===== src/sv/dlwa_pkg.sv =====
// ----------------------------------------------------------------------------
// dlwa_pkg
// Types, codes and constants shared by the dense layer modules.
// ----------------------------------------------------------------------------
package dlwa_pkg;

	typedef struct packed {
		logic [1:0]         func;
		logic [13:0]        index;
		logic signed [15:0] value;
		logic               is_last;
	} in_word_t;

	typedef struct packed {
		logic signed [16:0] out_value;
		logic [5:0]         out_index;
		logic               last;
	} out_word_t;

	localparam logic [1:0] FUNC_WEIGHT = 2'd0;
	localparam logic [1:0] FUNC_BIAS   = 2'd1;
	localparam logic [1:0] FUNC_INPUT  = 2'd2;

	localparam logic [1:0] CFG_IN_COUNT   = 2'd0;
	localparam logic [1:0] CFG_OUT_COUNT  = 2'd1;
	localparam logic [1:0] CFG_ACTIVATION = 2'd2;

	localparam logic [1:0] ACT_RELU    = 2'd1;
	localparam logic [1:0] ACT_SOFTMAX = 2'd2;

	localparam logic [16:0] EXP2_TABLE [16] = '{
		17'd65536, 17'd68438, 17'd71468, 17'd74632, 17'd77936, 17'd81386,
		17'd84990, 17'd88752, 17'd92682, 17'd96785, 17'd101070, 17'd105545,
		17'd110218, 17'd115098, 17'd120194, 17'd125515
	};

	localparam logic signed [42:0] LOG2E_Q8 = 43'sd369;

	typedef enum logic [3:0] {
		ST_IDLE,
		ST_MAC,
		ST_DRAIN,
		ST_NEURON,
		ST_SUM_RD,
		ST_SUM_MUL,
		ST_SUM_EXP,
		ST_DIV_RD,
		ST_DIV_MUL,
		ST_DIV_EXP,
		ST_DIV,
		ST_LIN_RD,
		ST_LIN_CALC,
		ST_EMIT
	} ctrl_state_t;

	typedef struct packed {
		logic in_ready;
		logic mac_issue;
		logic nb_we;
		logic o_step;
		logic exp_mul;
		logic sum_add;
		logic div_start;
		logic lin_calc;
		logic out_load;
	} ctrl_cmd_t;

	typedef struct packed {
		logic start;
		logic i_last;
		logic o_last;
		logic softmax;
		logic div_busy;
		logic out_free;
	} ctrl_sts_t;

endpackage


===== src/sv/dlwa_ctrl.sv =====
// ----------------------------------------------------------------------------
// dlwa_ctrl
// Sequencer for the layer run: accumulate, activation passes and output.
// ----------------------------------------------------------------------------
module dlwa_ctrl (
	input  logic                  clk,
	input  logic                  arst_n,
	input  dlwa_pkg::ctrl_sts_t   sts,
	output dlwa_pkg::ctrl_cmd_t   cmd
);

	dlwa_pkg::ctrl_state_t state_q, state_d;
	logic drain_q;

	always_ff @(posedge clk or negedge arst_n) begin
		if (!arst_n) begin
			state_q <= dlwa_pkg::ST_IDLE;
			drain_q <= 1'b0;
		end else begin
			state_q <= state_d;
			drain_q <= (state_q == dlwa_pkg::ST_DRAIN) ? ~drain_q : 1'b0;
		end
	end

	always_comb begin
		state_d = state_q;
		case (state_q)
			dlwa_pkg::ST_IDLE: begin
				if (sts.start) state_d = dlwa_pkg::ST_MAC;
			end
			dlwa_pkg::ST_MAC: begin
				if (sts.i_last) state_d = dlwa_pkg::ST_DRAIN;
			end
			dlwa_pkg::ST_DRAIN: begin
				if (drain_q) state_d = dlwa_pkg::ST_NEURON;
			end
			dlwa_pkg::ST_NEURON: begin
				if (!sts.o_last) state_d = dlwa_pkg::ST_MAC;
				else if (sts.softmax) state_d = dlwa_pkg::ST_SUM_RD;
				else state_d = dlwa_pkg::ST_LIN_RD;
			end
			dlwa_pkg::ST_SUM_RD:  state_d = dlwa_pkg::ST_SUM_MUL;
			dlwa_pkg::ST_SUM_MUL: state_d = dlwa_pkg::ST_SUM_EXP;
			dlwa_pkg::ST_SUM_EXP: begin
				state_d = sts.o_last ? dlwa_pkg::ST_DIV_RD : dlwa_pkg::ST_SUM_RD;
			end
			dlwa_pkg::ST_DIV_RD:  state_d = dlwa_pkg::ST_DIV_MUL;
			dlwa_pkg::ST_DIV_MUL: state_d = dlwa_pkg::ST_DIV_EXP;
			dlwa_pkg::ST_DIV_EXP: state_d = dlwa_pkg::ST_DIV;
			dlwa_pkg::ST_DIV: begin
				if (!sts.div_busy) state_d = dlwa_pkg::ST_EMIT;
			end
			dlwa_pkg::ST_LIN_RD:   state_d = dlwa_pkg::ST_LIN_CALC;
			dlwa_pkg::ST_LIN_CALC: state_d = dlwa_pkg::ST_EMIT;
			dlwa_pkg::ST_EMIT: begin
				if (sts.out_free) begin
					if (sts.o_last) state_d = dlwa_pkg::ST_IDLE;
					else if (sts.softmax) state_d = dlwa_pkg::ST_DIV_RD;
					else state_d = dlwa_pkg::ST_LIN_RD;
				end
			end
			default: state_d = dlwa_pkg::ST_IDLE;
		endcase
	end

	always_comb begin
		cmd = '0;
		case (state_q)
			dlwa_pkg::ST_IDLE:     cmd.in_ready = 1'b1;
			dlwa_pkg::ST_MAC:      cmd.mac_issue = 1'b1;
			dlwa_pkg::ST_NEURON: begin
				cmd.nb_we  = 1'b1;
				cmd.o_step = 1'b1;
			end
			dlwa_pkg::ST_SUM_MUL:  cmd.exp_mul = 1'b1;
			dlwa_pkg::ST_SUM_EXP: begin
				cmd.sum_add = 1'b1;
				cmd.o_step  = 1'b1;
			end
			dlwa_pkg::ST_DIV_MUL:  cmd.exp_mul = 1'b1;
			dlwa_pkg::ST_DIV_EXP:  cmd.div_start = 1'b1;
			dlwa_pkg::ST_LIN_CALC: cmd.lin_calc = 1'b1;
			dlwa_pkg::ST_EMIT: begin
				cmd.out_load = sts.out_free;
				cmd.o_step   = sts.out_free;
			end
			default: cmd = '0;
		endcase
	end

	assert property (@(posedge clk) disable iff (!arst_n)
		sts.start |=> state_q == dlwa_pkg::ST_MAC)
		else $error("run start did not enter accumulation");

	assert property (@(posedge clk) disable iff (!arst_n)
		cmd.div_start |-> !sts.div_busy)
		else $error("divider restarted while busy");

	assert property (@(posedge clk) disable iff (!arst_n)
		(state_q == dlwa_pkg::ST_DRAIN && drain_q) |=> state_q == dlwa_pkg::ST_NEURON)
		else $error("drain did not end in neuron write");

endmodule


===== config.mk =====
export PLATFORM = sky130hd
export DESIGN_NAME = dlwa_ctrl
export DESIGN_NICKNAME = d
export VERILOG_FILES = /design/src/sv/dlwa_pkg.sv /design/src/sv/dlwa_ctrl.sv
export SDC_FILE = /design/constraint.sdc
export NUM_CORES = 1
export LEC_CHECK = 0
export ABC_AREA = 1
export BUFFER_PORTS_ARGS = -buffer_cell sky130_fd_sc_hd__buf_2
export CELL_PAD_IN_SITES_DETAIL_PLACEMENT = 0
export CELL_PAD_IN_SITES_GLOBAL_PLACEMENT = 1
export CORE_MARGIN = 2
export CORE_UTILIZATION = 30
export DETAILED_ROUTE_END_ITERATION = 7
export GPL_TIMING_DRIVEN = 0
export PLACE_DENSITY = 0.82
export SLEW_MARGIN = 20
export SYNTH_ARGS = -nofsm -noshare
export SYNTH_HDL_FRONTEND = slang
export SYNTH_SLANG_ARGS = --single-unit

===== constraint.sdc =====
create_clock -name clk -period 1.4 [get_ports clk]
set_clock_uncertainty 0.05 [all_clocks]
set_input_delay 0.28 -clock clk [delete_from_list [all_inputs] [get_ports clk]]
set_output_delay 0.28 -clock clk [all_outputs]
set_load 0.01 [all_outputs]

# == Word level (Yosys, flattened, before mapping) ==
# Index checks and enable logic that the tools add are counted.
# word_totals
reg_bits,5
in_bits,8
out_inout_bits,9
# op_classes
n_eq_ne,18
n_mux,21
n_bitwise,1
reduce_logical,4
# op_table
op,n
case mux 4 bit (14 select lines),1
two-way mux 4 bit,9
== test 4 bit (second input constant),6
== test 4 x 3 -> 1 bit (second input constant),4
!= test 2 bit (second input constant),5
two-way mux 1 bit,9
== test 4 x 2 -> 1 bit (second input constant),2
AND reduction 5 bit,1
== test 4 x 1 -> 1 bit (second input constant),1
zero test 4 bit,1
OR reduction 2 bit,2
two-way mux 2 bit,1
case mux 1 bit (2 select lines),1
NOT 1 bit,1

# == Logic depth before layout (Yosys ltp) ==
# logic_depth
word_depth,4
ltp_mapped,9

# == Least setup slack after synthesis ==
# No wires, ideal clock.
# synth_path
path_type,flip-flop to output port
startpoint,register state_q[1]
endpoint,output cmd[5] in the netlist's numbering
slack_ns,-0.013
t_required_ns,1.070
path_buffers,0
arrival_ns,1.083
stages_incl_launch_ff,5
path_cell_list,dfrtp_1 inv_2 nand2_2 nor3_1 or3_1
# synth_lines
element,line,source
"start, declared",dlwa_ctrl.sv:12,"dlwa_pkg::ctrl_state_t state_q, state_d;"
"start signal, assigned",dlwa_ctrl.sv:17,state_q <= dlwa_pkg::ST_IDLE;
"start signal, assigned",dlwa_ctrl.sv:20,state_q <= state_d;
"end, declared",dlwa_ctrl.sv:9,output dlwa_pkg::ctrl_cmd_t cmd

==> impl_metrics.yaml <==
status:
  outcome: "finished with violations"
  violations: "negative setup slack"
placed_design:
  hpwl_um: 996
  place_congestion: 0.879
  dpl-instance-area_um2: 596
  portBuffers: 16
  dp_slack_ps: -96.3
yosys:
  yosysMostFrequentCell: "nand2_1"
  yosysTopAreaCellShare: 0.268
  synth_nets: 99
  synth_xor_area_frac: 0
  synth-compound-area-share: 0.0689
  synthTopCellsByCount: "nand2_1, inv_1, nor2_1, nand3_1, dfrtp_1"
  synth_top_area_cell: "nand2_1"
  ys_ff_latch: 5
  synth_edf_count: 0
  yosysWarnings: 0
  ys_top_cells_by_area: "nand2_1, dfrtp_1, inv_1"
  synth-async-reset-ratio: 1.00
  syn_area_um2: 490
  synth-simple-area-share: 0.554
  synth_cell_type_count: 15
  synth_fa_ha_area_frac: 0
  syn_avg_cell_area_um2: 5.39
  synth_flop_cell: "dfrtp_1"
  synth_top_family_by_area: "simple AND/OR/NAND/NOR gates"
  synthMuxAreaShare: 0
  synthCells: 91
  seq_area_frac_synth: 0.255
floorplan:
  io_pins: 17
  die_width_um: 44.4
  core-area_um2: 1520
  dieArea_um2: 1970
  rows: 14
  die_y_um: 44.4
  floorplan.initialDensity: 0.322
finish:
  syn_to_final_growth_pct: 74.5
  fin_util: 0.562
  diodes: 0
  fin_area_um2: 856
  drive_above_1_share: 0.508
  nets: 135
sta:
  drv_slew: 0
  min_period_ps: 1690
  rsz0062_at_grt: "true"
  slew_headroom: 0.750
  finalWorstSetupSlack_ps: -286
  finalSetupViolCount: 13
  hold_viol: 0
  fin_crit_sh: 1.20
  fmax_ghz: 0.593
  tightest_slew_ps: 373
detailed_routing:
  ant_nets: 0
  wl_per_cell_um: 10.5
  drc: 0
  drt-total-wl_um: 1490
  drt-initial-drc-count: 15
  routed_via_density: 4.76
  drt_first_pass_iters: 4
  vias: 676
worst_setup_path:
  slowest_delay_ps: 470
  r2r-start: "state_q[1]$_DFFE_PN0P_"
  cp_top_family: "simple AND/OR/NAND/NOR gates"
  rr_endpoint: "state_q[1]$_DFFE_PN0P_"
  path_cells: "nand2_2 -> nor2_4 -> or3_1 -> buf_2"
  cp_num_buf_inv: 1
  crit_type: "flip-flop to output pin"
  crit_path_end_kind: "output pin"
  worst_path_max_delay_cell: "dfrtp_2"
  cp-start-kind: "flip-flop"
  rrSetupSlack_ps: -80
  ff2ff_path_depth: 10
  cp_max_fo: 7
  arrival_ps: 1360
  required_ps: 1070
power_and_ir_drop:
  p_leak_nw: 0.503
  max-vdd-ir-drop_uv: 594
  power_density_nw_per_um2: 1820
min_path:
  min_from: "sts[0]"
  min_delay_path_depth: 4
  hp-class: "input port to flip-flop"
  whs_endpoint: "state_q[2]$_DFFE_PN0P_"
clock_tree:
  insertion_delay_ps: 240
  clock-root-buffer: "clkbuf_4"
  cts_tree: "built"
  path_clk_slew_ps: 40
  cts_sinks: 5
  htreeDepth: 1
  ctsLongestPathBuffers: 2
  cts-buffers-inserted: 3
run:
  drv_cap: 0
global_route:
  grt_first_pass_wirelength_um: 2390
  grt_pass1_vias: 580
  grt_max_degree: 8
  gr-usage-all-layers: 0.160
  antenna_found_initial: 0
  overflow: 0
## worst min-delay path, cell delays in order
cell     delay, ps
buf_2           70
inv_1           60
nand2_4         90
nand2_1         50
## worst max-delay path by stage
stage                                       from     end  slack (ps)  cells past startpoint
after floorplan           state_q[0]$_DFFE_PN0P_  cmd[5]          20                      4
after detailed placement  state_q[0]$_DFFE_PN0P_  cmd[5]        -100                      5
after global routing      state_q[0]$_DFFE_PN0P_  cmd[5]        -360                      5
final                     state_q[0]$_DFFE_PN0P_  cmd[5]        -290                      4
after CTS                 state_q[0]$_DFFE_PN0P_  cmd[5]        -270                      4
after global placement    state_q[0]$_DFFE_PN0P_  cmd[5]         -90                      5
## metrics by stage
stage / total power, mW / TNS, ps / hold slack [ps] / cells
after floorplan: 0.731 / 0 / -65.6 / 91
after global placement: 0.917 / -89.4 / 42.5 / 123
after detailed placement: 0.910 / -96.3 / 45.2 / 123
after CTS: 1.31 / -1250 / 320 / 136
after global routing: 1.70 / -2440 / 329 / 142
final: 1.56 / -1570 / 314 / 142
## metal layers
layer	wire [µm]	global-route usage	up-vias
li1	-	-	347
met1	653	0.208	312
met2	744	0.265	13
met3	61	0.0204	4
met4	29	0.0727	0
met5	0	0	-
## final cells by class
cell class,count,area [µm²]
clock buffers,4,26.3
fillers,144,668
inverters,16,60.1
multi-input cells,70,388
flip-flops and latches,5,129
well taps,16,20.0
repair buffers,31,233
## placed cells by master, fill, tap and decap left out
cell and count:
a21oi_1 1, buf_2 13, buf_4 9, buf_6 8, clkbuf_1 1, clkbuf_4 3, dfrtp_1 2, dfrtp_2 3
dlygate4sd3_1 1, inv_1 9, inv_2 7, nand2_1 26, nand2_2 9, nand2_4 2, nand3_1 5, nand3_2 1
nand3b_1 1, nand4_1 1, nor2_1 9, nor2_2 1, nor2_4 6, nor3_1 1, nor3_2 1, o21ai_0 3
o21ai_1 1, o21ai_2 1, or3_1 1
## where the power goes
group | internal, mW | switching (mW)
clock | 0.107 | 0.0523
combinational | 0.515 | 0.586
sequential | 0.204 | 0.0918
total | 0.827 | 0.731
## state kept, by name (all words and copies together) (netlist names)
signal and count:
state_q 4, drain_q 1
## cells by family (layout without fill, tap and decap cells)
kind of cell	after synthesis	count (layout)
compound gates	6	6
buf+inv	16	51
flops	5	5
simple gates	64	64
## repair_timing
action	CTS	global route
hold buffers	1	0
hold endpoints to repair	5	0
setup endpoints to repair	9	13
setup buffers	8	6
gates resized for setup	23	16
pin swaps	8	9
No activity file was read; power rests on OpenSTA's default activity.
